## src/sv/eop_pkg.sv

```systemverilog
// shared types and constants for the evenodd parity encoder
package eop_pkg;

   localparam int K_W         = 5;
   localparam int SYM_W       = 32;
   localparam int ROW_OUT_W   = 4;
   localparam int QUEUE_DEPTH = 2;
   localparam int QCNT_W      = 2;
   localparam int K_MIN       = 3;
   localparam int K_RESET     = 5;

   localparam logic KIND_P = 1'b0;
   localparam logic KIND_Q = 1'b1;

   typedef struct packed {
      logic [SYM_W-1:0] sym;
      logic [K_W-1:0]   diag;
      logic [K_W-1:0]   row;
      logic             row_end;
      logic             last;
   } item_type;

   typedef enum logic [5:0] {
      ST_IDLE  = 6'b000001,
      ST_ACC   = 6'b000010,
      ST_RDADJ = 6'b000100,
      ST_ADJ   = 6'b001000,
      ST_RD    = 6'b010000,
      ST_LOAD  = 6'b100000
   } state_type;

endpackage

```

## src/sv/eop_front.sv

```systemverilog
// front end: accepts symbols, tracks row, column and diagonal of each item
module eop_front #(
   parameter int SYMBOL_BITS = 32
) (
   input  logic                      clock,
   input  logic                      reset,
   input  logic                      flush,
   input  logic [eop_pkg::K_W-1:0]   k_eff,
   input  logic                      req_valid,
   output logic                      req_ready,
   input  logic [eop_pkg::SYM_W-1:0] req_symbol,
   output logic                      push_valid,
   output eop_pkg::item_type         push_item,
   input  logic                      push_ready
);

   localparam logic [63:0] FULL_MASK = (SYMBOL_BITS >= 64) ? {64{1'b1}} :
                                       ((64'd1 << SYMBOL_BITS) - 64'd1);
   localparam logic [eop_pkg::SYM_W-1:0] SYM_MASK = FULL_MASK[eop_pkg::SYM_W-1:0];

   logic [eop_pkg::K_W-1:0] col_ff, col_in;
   logic [eop_pkg::K_W-1:0] row_ff, row_in;
   logic [eop_pkg::K_W-1:0] diag_ff, diag_in;
   logic [eop_pkg::K_W-1:0] k_m1;
   logic [eop_pkg::K_W-1:0] k_m2;
   logic                    row_end;
   logic                    last;
   logic                    accept;

   assign k_m1    = k_eff - eop_pkg::K_W'(1);
   assign k_m2    = k_eff - eop_pkg::K_W'(2);
   assign row_end = (col_ff == k_m1);
   assign last    = row_end && (row_ff == k_m2);

   assign req_ready  = push_ready;
   assign push_valid = req_valid;
   assign accept     = req_valid && push_ready;

   assign push_item.sym     = req_symbol & SYM_MASK;
   assign push_item.diag    = diag_ff;
   assign push_item.row     = row_ff;
   assign push_item.row_end = row_end;
   assign push_item.last    = last;

   always_comb begin
      col_in  = col_ff;
      row_in  = row_ff;
      diag_in = diag_ff;
      if (accept) begin
         if (last) begin
            col_in  = '0;
            row_in  = '0;
            diag_in = '0;
         end else if (row_end) begin
            col_in  = '0;
            row_in  = row_ff + eop_pkg::K_W'(1);
            diag_in = row_ff + eop_pkg::K_W'(1);
         end else begin
            col_in  = col_ff + eop_pkg::K_W'(1);
            diag_in = (diag_ff == k_m1) ? '0 : diag_ff + eop_pkg::K_W'(1);
         end
      end
   end

   always_ff @(posedge clock) begin
      if (reset || flush) begin
         col_ff  <= '0;
         row_ff  <= '0;
         diag_ff <= '0;
      end else begin
         col_ff  <= col_in;
         row_ff  <= row_in;
         diag_ff <= diag_in;
      end
   end

endmodule

```

## src/sv/eop_queue.sv

```systemverilog
// two-entry item queue between front end and back end
module eop_queue (
   input  logic              clock,
   input  logic              reset,
   input  logic              flush,
   input  logic              push_valid,
   input  eop_pkg::item_type push_item,
   output logic              push_ready,
   output logic              pop_valid,
   output eop_pkg::item_type pop_item,
   input  logic              pop_ready
);

   eop_pkg::item_type          q_ff [eop_pkg::QUEUE_DEPTH];
   logic                       wr_ptr_ff;
   logic                       rd_ptr_ff;
   logic [eop_pkg::QCNT_W-1:0] cnt_ff;
   logic                       do_push;
   logic                       do_pop;

   assign push_ready = (cnt_ff != eop_pkg::QCNT_W'(eop_pkg::QUEUE_DEPTH));
   assign pop_valid  = (cnt_ff != '0);
   assign pop_item   = q_ff[rd_ptr_ff];
   assign do_push    = push_valid && push_ready;
   assign do_pop     = pop_valid && pop_ready;

   always_ff @(posedge clock) begin
      if (do_push) begin
         q_ff[wr_ptr_ff] <= push_item;
      end
   end

   always_ff @(posedge clock) begin
      if (reset || flush) begin
         wr_ptr_ff <= 1'b0;
         rd_ptr_ff <= 1'b0;
         cnt_ff    <= '0;
      end else begin
         if (do_push) begin
            wr_ptr_ff <= ~wr_ptr_ff;
         end
         if (do_pop) begin
            rd_ptr_ff <= ~rd_ptr_ff;
         end
         if (do_push && !do_pop) begin
            cnt_ff <= cnt_ff + eop_pkg::QCNT_W'(1);
         end else if (do_pop && !do_push) begin
            cnt_ff <= cnt_ff - eop_pkg::QCNT_W'(1);
         end
      end
   end

endmodule

```

## src/sv/eop_back.sv

```systemverilog
// back end: row and diagonal accumulation, parity burst and result register
module eop_back #(
   parameter int MAX_K = 17
) (
   input  logic                          clock,
   input  logic                          reset,
   input  logic                          flush,
   input  logic [eop_pkg::K_W-1:0]       k_eff,
   input  logic                          pop_valid,
   input  eop_pkg::item_type             pop_item,
   output logic                          pop_ready,
   output logic                          rsp_valid,
   input  logic                          rsp_ready,
   output logic                          rsp_parity_kind,
   output logic [eop_pkg::ROW_OUT_W-1:0] rsp_parity_row,
   output logic [eop_pkg::SYM_W-1:0]     rsp_parity_value,
   output logic                          rsp_last_of_stripe
);

   localparam int DW = $clog2(MAX_K);
   localparam int RW = $clog2(MAX_K - 1);

   eop_pkg::state_type state_ff, state_in;

   logic [eop_pkg::SYM_W-1:0] diag_mem [MAX_K];
   logic [eop_pkg::SYM_W-1:0] row_mem [MAX_K-1];
   logic [MAX_K-1:0]          dvalid_ff;

   eop_pkg::item_type         cur_ff;
   logic [eop_pkg::SYM_W-1:0] row_acc_ff;
   logic [eop_pkg::SYM_W-1:0] adj_ff;
   logic [eop_pkg::K_W-1:0]   idx_ff;
   logic                      kind_ff;
   logic [eop_pkg::SYM_W-1:0] drd_ff;
   logic                      dhit_ff;
   logic [eop_pkg::SYM_W-1:0] rrd_ff;

   logic                          rsp_valid_ff;
   logic                          rsp_kind_ff;
   logic [eop_pkg::ROW_OUT_W-1:0] rsp_row_ff;
   logic [eop_pkg::SYM_W-1:0]     rsp_value_ff;
   logic                          rsp_last_ff;

   logic [eop_pkg::K_W-1:0]   d_raddr;
   logic [eop_pkg::K_W-1:0]   k_m1;
   logic [eop_pkg::K_W-1:0]   k_m2;
   logic [eop_pkg::SYM_W-1:0] dval;
   logic [eop_pkg::SYM_W-1:0] row_sum;
   logic                      rsp_load;
   logic                      end_idx;
   logic                      stripe_done;

   assign k_m1        = k_eff - eop_pkg::K_W'(1);
   assign k_m2        = k_eff - eop_pkg::K_W'(2);
   assign dval        = dhit_ff ? drd_ff : '0;
   assign row_sum     = row_acc_ff ^ cur_ff.sym;
   assign pop_ready   = (state_ff == eop_pkg::ST_IDLE);
   assign rsp_load    = (state_ff == eop_pkg::ST_LOAD) && (!rsp_valid_ff || rsp_ready);
   assign end_idx     = (idx_ff == k_m2);
   assign stripe_done = rsp_load && end_idx && (kind_ff == eop_pkg::KIND_Q);

   always_comb begin
      case (state_ff)
         eop_pkg::ST_IDLE:  d_raddr = pop_item.diag;
         eop_pkg::ST_RDADJ: d_raddr = k_m1;
         default:           d_raddr = idx_ff;
      endcase
   end

   always_comb begin
      state_in = state_ff;
      case (state_ff)
         eop_pkg::ST_IDLE: begin
            if (pop_valid) state_in = eop_pkg::ST_ACC;
         end
         eop_pkg::ST_ACC: begin
            state_in = cur_ff.last ? eop_pkg::ST_RDADJ : eop_pkg::ST_IDLE;
         end
         eop_pkg::ST_RDADJ: state_in = eop_pkg::ST_ADJ;
         eop_pkg::ST_ADJ:   state_in = eop_pkg::ST_RD;
         eop_pkg::ST_RD:    state_in = eop_pkg::ST_LOAD;
         eop_pkg::ST_LOAD: begin
            if (rsp_load) begin
               state_in = stripe_done ? eop_pkg::ST_IDLE : eop_pkg::ST_RD;
            end
         end
         default: state_in = eop_pkg::ST_IDLE;
      endcase
   end

   // memory ports
   always_ff @(posedge clock) begin
      drd_ff  <= diag_mem[d_raddr[DW-1:0]];
      dhit_ff <= dvalid_ff[d_raddr[DW-1:0]];
      rrd_ff  <= row_mem[idx_ff[RW-1:0]];
      if (state_ff == eop_pkg::ST_ACC) begin
         diag_mem[cur_ff.diag[DW-1:0]] <= dval ^ cur_ff.sym;
         if (cur_ff.row_end) begin
            row_mem[cur_ff.row[RW-1:0]] <= row_sum;
         end
      end
   end

   // payload registers
   always_ff @(posedge clock) begin
      if ((state_ff == eop_pkg::ST_IDLE) && pop_valid) begin
         cur_ff <= pop_item;
      end
      if (state_ff == eop_pkg::ST_ADJ) begin
         adj_ff <= dval;
      end
      if (rsp_load) begin
         rsp_kind_ff  <= kind_ff;
         rsp_row_ff   <= idx_ff[eop_pkg::ROW_OUT_W-1:0];
         rsp_value_ff <= (kind_ff == eop_pkg::KIND_Q) ? (dval ^ adj_ff) : rrd_ff;
         rsp_last_ff  <= (kind_ff == eop_pkg::KIND_Q) && end_idx;
      end
   end

   always_ff @(posedge clock) begin
      if (reset || flush) begin
         state_ff     <= eop_pkg::ST_IDLE;
         dvalid_ff    <= '0;
         row_acc_ff   <= '0;
         idx_ff       <= '0;
         kind_ff      <= eop_pkg::KIND_P;
         rsp_valid_ff <= 1'b0;
      end else begin
         state_ff <= state_in;
         if (state_ff == eop_pkg::ST_ACC) begin
            dvalid_ff[cur_ff.diag[DW-1:0]] <= 1'b1;
            row_acc_ff <= cur_ff.row_end ? '0 : row_sum;
         end
         if (state_ff == eop_pkg::ST_ADJ) begin
            idx_ff  <= '0;
            kind_ff <= eop_pkg::KIND_P;
         end
         if (rsp_load) begin
            rsp_valid_ff <= 1'b1;
            if (end_idx) begin
               idx_ff  <= '0;
               kind_ff <= eop_pkg::KIND_Q;
            end else begin
               idx_ff <= idx_ff + eop_pkg::K_W'(1);
            end
         end else if (rsp_ready) begin
            rsp_valid_ff <= 1'b0;
         end
         if (stripe_done) begin
            dvalid_ff <= '0;
         end
      end
   end

   assign rsp_valid          = rsp_valid_ff;
   assign rsp_parity_kind    = rsp_kind_ff;
   assign rsp_parity_row     = rsp_row_ff;
   assign rsp_parity_value   = rsp_value_ff;
   assign rsp_last_of_stripe = rsp_last_ff;

endmodule

```

## src/sv/evenodd_parity_encoder.sv

```systemverilog
// evenodd parity encoder top level: column count register, front end, queue, back end
// back end: each symbol is a diagonal memory read (ST_IDLE), then a write back (ST_ACC)
// the parity burst runs ST_RDADJ and ST_ADJ once, then ST_RD and ST_LOAD per parity symbol
// a stripe holds k(k-1) symbols
// first result: last symbol passes the queue, ST_ACC, ST_RDADJ, ST_ADJ, ST_RD, then ST_LOAD
// synchronous reset clears counters, queue and valid bits; column count resets to 5
module evenodd_parity_encoder #(
   parameter int MAX_K       = 17,
   parameter int SYMBOL_BITS = 32
) (
   input  logic                          clock,
   input  logic                          reset,
   input  logic                          csr_wr_en,
   input  logic [eop_pkg::K_W-1:0]       csr_wr_data,
   input  logic                          req_valid,
   output logic                          req_ready,
   input  logic [eop_pkg::SYM_W-1:0]     req_symbol,
   output logic                          rsp_valid,
   input  logic                          rsp_ready,
   output logic                          rsp_parity_kind,
   output logic [eop_pkg::ROW_OUT_W-1:0] rsp_parity_row,
   output logic [eop_pkg::SYM_W-1:0]     rsp_parity_value,
   output logic                          rsp_last_of_stripe
);

   logic [eop_pkg::K_W-1:0] k_ff, k_in;
   logic                    push_valid;
   logic                    push_ready;
   eop_pkg::item_type       push_item;
   logic                    pop_valid;
   logic                    pop_ready;
   eop_pkg::item_type       pop_item;

   // clamp column count into the supported range
   always_comb begin
      if (csr_wr_data < eop_pkg::K_W'(eop_pkg::K_MIN)) begin
         k_in = eop_pkg::K_W'(eop_pkg::K_MIN);
      end else if (csr_wr_data > eop_pkg::K_W'(MAX_K)) begin
         k_in = eop_pkg::K_W'(MAX_K);
      end else begin
         k_in = csr_wr_data;
      end
   end

   always_ff @(posedge clock) begin
      if (reset) begin
         k_ff <= eop_pkg::K_W'(eop_pkg::K_RESET);
      end else if (csr_wr_en) begin
         k_ff <= k_in;
      end
   end

   eop_front #(
      .SYMBOL_BITS(SYMBOL_BITS)
   ) u_front (
      .clock      (clock),
      .reset      (reset),
      .flush      (csr_wr_en),
      .k_eff      (k_ff),
      .req_valid  (req_valid),
      .req_ready  (req_ready),
      .req_symbol (req_symbol),
      .push_valid (push_valid),
      .push_item  (push_item),
      .push_ready (push_ready)
   );

   eop_queue u_queue (
      .clock      (clock),
      .reset      (reset),
      .flush      (csr_wr_en),
      .push_valid (push_valid),
      .push_item  (push_item),
      .push_ready (push_ready),
      .pop_valid  (pop_valid),
      .pop_item   (pop_item),
      .pop_ready  (pop_ready)
   );

   eop_back #(
      .MAX_K(MAX_K)
   ) u_back (
      .clock              (clock),
      .reset              (reset),
      .flush              (csr_wr_en),
      .k_eff              (k_ff),
      .pop_valid          (pop_valid),
      .pop_item           (pop_item),
      .pop_ready          (pop_ready),
      .rsp_valid          (rsp_valid),
      .rsp_ready          (rsp_ready),
      .rsp_parity_kind    (rsp_parity_kind),
      .rsp_parity_row     (rsp_parity_row),
      .rsp_parity_value   (rsp_parity_value),
      .rsp_last_of_stripe (rsp_last_of_stripe)
   );

endmodule
```

## config.mk

```make
export PLATFORM = sky130hd
export DESIGN_NAME = evenodd_parity_encoder
export DESIGN_NICKNAME = d
export VERILOG_FILES = /design/src/sv/eop_pkg.sv /design/src/sv/eop_front.sv /design/src/sv/eop_queue.sv /design/src/sv/eop_back.sv /design/src/sv/evenodd_parity_encoder.sv
export SDC_FILE = /design/constraint.sdc
export NUM_CORES = 2
export LEC_CHECK = 0
export ABC_AREA = 0
export ABC_CLOCK_PERIOD_IN_PS = 12900
export BUFFER_PORTS_ARGS = -buffer_cell sky130_fd_sc_hd__buf_2
export CORE_MARGIN = 2
export CORE_UTILIZATION = 50
export DETAILED_ROUTE_END_ITERATION = 8
export PLACE_DENSITY_LB_ADDON = 0.2
export SETUP_SLACK_MARGIN = 0.02
export SYNTH_ARGS = -nofsm -noshare
export SYNTH_HDL_FRONTEND = slang
export SYNTH_HIERARCHICAL = 1
export SYNTH_SLANG_ARGS = --single-unit
export TNS_END_PERCENT = 10
```

## constraint.sdc

```tcl
create_clock -name clock -period 12.9 [get_ports clock]
set_input_delay 1.935 -clock clock [delete_from_list [all_inputs] [get_ports clock]]
set_output_delay 1.935 -clock clock [all_outputs]
set_load 0.03 [all_outputs]
```

==> impl_metrics.yaml <==
sta:
  slew_viol_final: 0
  tightest_slew_ns: 1.310
  finalWorstSetupSlack_ns: 8.132
  finalSetupViolations: 0
  finalClockSkew_ns: 0.01961
  timing.fmax_mhz: 209.7
  rsz0062_at_grt: "false"
  slew_headroom: 0.1207
  hold_viol: 0
  fin_crit_sh: 0.3696
  period_needed_ns: 4.768
  fin_tns_setup_ns: 0
run:
  maxCapViolations: 0
route:
  drt_pre_antenna_iters: 5
  num_vias: 29552
  routedWlPerCell_um: 27.46
  drc: 0
  drt-initial-drc-count: 3057
  antenna_left: 0
  viasPerCell: 6.089
  drt-total-wl_um: 133200
grt:
  grt_pass1_wl_um: 196600
  grt_pass1_vias: 30239
  overflow: 0
  grt_max_degree: 105
  grt_usage: 0.2407
  antenna_found_initial: 2
layout:
  fillCellCount: 8235
  fin_nets: 3376
  drive_gt1_frac: 0.1998
  multi_input_area_um2: 12910
  diodes: 0
  fin_util: 0.5625
  syn2layout_area_growth_pct: 11.92
  register_area_um2: 40740
setup_path:
  path_cells: "mux2_2 -> nand2b_1 -> o21ai_1 -> a211oi_4 -> buf_4 -> buf_4 -> nand3_1 -> buf_4 -> o221ai_1 -> a21o_1 -> o211ai_1"
  reg2reg_to: "u_back/drd_ff[10]"
  cpPeakStageDelay_ns: 1.01
  arrival_ns: 5.33
  cp-start-kind: "flip-flop"
  slowest_stage: "dfxtp_2"
  cp_max_fo: 48
  rr_worst_depth: 11
  r2r_slack_ns: 8.13
  crit_buf_inv: 3
  crit_type: "flip-flop to flip-flop"
  cpMostUsedCell: "buf_4"
  critPathCaptureType: "flip-flop"
  cp_top_family: "buffers and inverters"
  crit_required_ns: 13.46
clock_network:
  numCtsBuffers: 144
  root_buffer: "clkbuf_16"
  cts_setup_buffers: 0
  h-tree-depth: 4
  cts-resized-gates: 0
  cts_tree: "built"
  clock_latency_ns: 0.74
  numClockSinks: 1407
  clk_path_buf_depth: 3
  cts-hold-fix-buffers: 0
  clkTransAtPathRegs_ns: 0.06
placed_design:
  place.gp.congestion: 0.8122
  post-dp-hpwl_um: 73130
  pre_cts_ws_ns: 8.216
  port_buffers: 81
power_and_ir_drop:
  ir_drop_mv: 0.1070
  power_frac_seq: 0.522
  pwr-share-clk: 0.384
  power_leakage_nw: 19.79
  p_switching_mw: 2.476
  intPower_mw: 7.807
  swShare: 0.2408
  p_comb_frac: 0.094
  p_per_area_nw_per_um2: 168.4
floorplan:
  initial_core_util: 0.5026
  die_h_um: 334.3
  die_area_um2: 111800
  ios: 82
  core_um2: 108600
  num_rows: 121
  die_w_um: 334.3
min_path:
  hp-class: "flip-flop to flip-flop"
  hold_depth: 1
  min_to: "u_back/dvalid_ff[9]"
  hold_start: "u_back/dvalid_ff[9]"
logic_synthesis:
  synthesis.nets: 3292
  syn_area_um2: 54560
  syn_avg_cell_area_um2: 16.84
  yosysWarnings: 6
  synth_cells: 3239
run_status:
  status: "completed"
layer usage:
| layer | track usage | part of all wire |
|---|---|---|
| met1 | 0.3381 | 0.41 |
| met2 | 0.3900 | 0.49 |
| met3 | 0.03694 | 0.076 |
| met4 | 0.07591 | 0.026 |
| met5 | 0 | 0 |
area by class of cell:
cell class | instances | share of cell area
timing repair buffer | 153 | 0.01570
inverter | 46 | 0.002828
tap | 1414 | 0.02897
clock inverter | 65 | 0.006823
sequential | 1407 | 0.6672
clock buffer | 197 | 0.06705
multi-input combinational | 1571 | 0.2114
how the worst max path moves through the flow:
stage	end	depth (start not counted)
global route	u_back/drd_ff[21]	11
CTS	u_back/drd_ff[10]	11
floorplan	u_back/dvalid_ff[16]	5
detailed placement	u_back/drd_ff[10]	11
finish	u_back/drd_ff[10]	11
global placement	u_back/drd_ff[22]	11
sequential cells by signal, summed over array words and instances (netlist names), 6 cells and up, named ones only:
signal                   flops
u_back/dvalid_ff            17
u_queue/q_ff                86
u_back/adj_ff               32
u_back/row_mem             512
u_back/row_acc_ff           32
u_back/drd_ff               32
u_back/state_ff              6
u_back/diag_mem            544
u_back/cur_ff               43
u_back/rsp_parity_value     32
u_back/rrd_ff               32
layout by cell type, fill, tap and decap left out, types with 18 or more instances in the layout:
| master | count |
|---|---|
| nor2_1 | 126 |
| mux2_2 | 105 |
| clkinv_1 | 30 |
| nor2_4 | 24 |
| clkbuf_1 | 34 |
| edfxtp_1 | 1255 |
| clkinv_2 | 22 |
| clkbuf_16 | 153 |
| a31oi_1 | 40 |
| nand3_1 | 83 |
| a32oi_1 | 33 |
| o21ai_0 | 46 |
| and3_1 | 40 |
| o221ai_1 | 94 |
| xor2_1 | 81 |
| a211oi_1 | 35 |
| o21a_1 | 18 |
| a21oi_1 | 83 |
| nand2_1 | 330 |
| a21o_1 | 32 |
| buf_4 | 71 |
| mux4_2 | 160 |
| buf_2 | 81 |
| xnor2_1 | 50 |
| o211ai_1 | 33 |
| inv_1 | 44 |
| dfxtp_1 | 147 |
power groups by stage:
stage                     Combinational [mW]  Clock (mW)  Sequential, mW
after global placement                 0.929           0            5.46
final                                  0.971        3.95            5.37
after floorplan                        0.658           0            5.39
after detailed placement               0.967           0            5.46
after global routing                    1.05        4.19            5.37
after CTS                              0.970        4.01            5.37
worst register-to-register path, delay by kind of cell (launching register included):
kind	cells	cell delay [ns]
buffers and inverters	3	1.56
flip-flops	1	1.01
AND/OR/NAND/NOR	2	0.80
AO/OA/AOI/OAI	5	0.80
multiplexers	1	0.43
metrics by stage:
step	power [mW]	hold WS [ns]	instances	instance area [µm²]
global placement	6.386	0.4408	4591	56540
finish	10.28	0.4609	4853	61060
floorplan	6.045	0.4064	3239	54560
CTS	10.35	0.4601	4853	61050
global route	10.62	0.4836	4853	61060
detailed placement	6.428	0.4459	4591	56540
(Power assumes the default switching activity.)
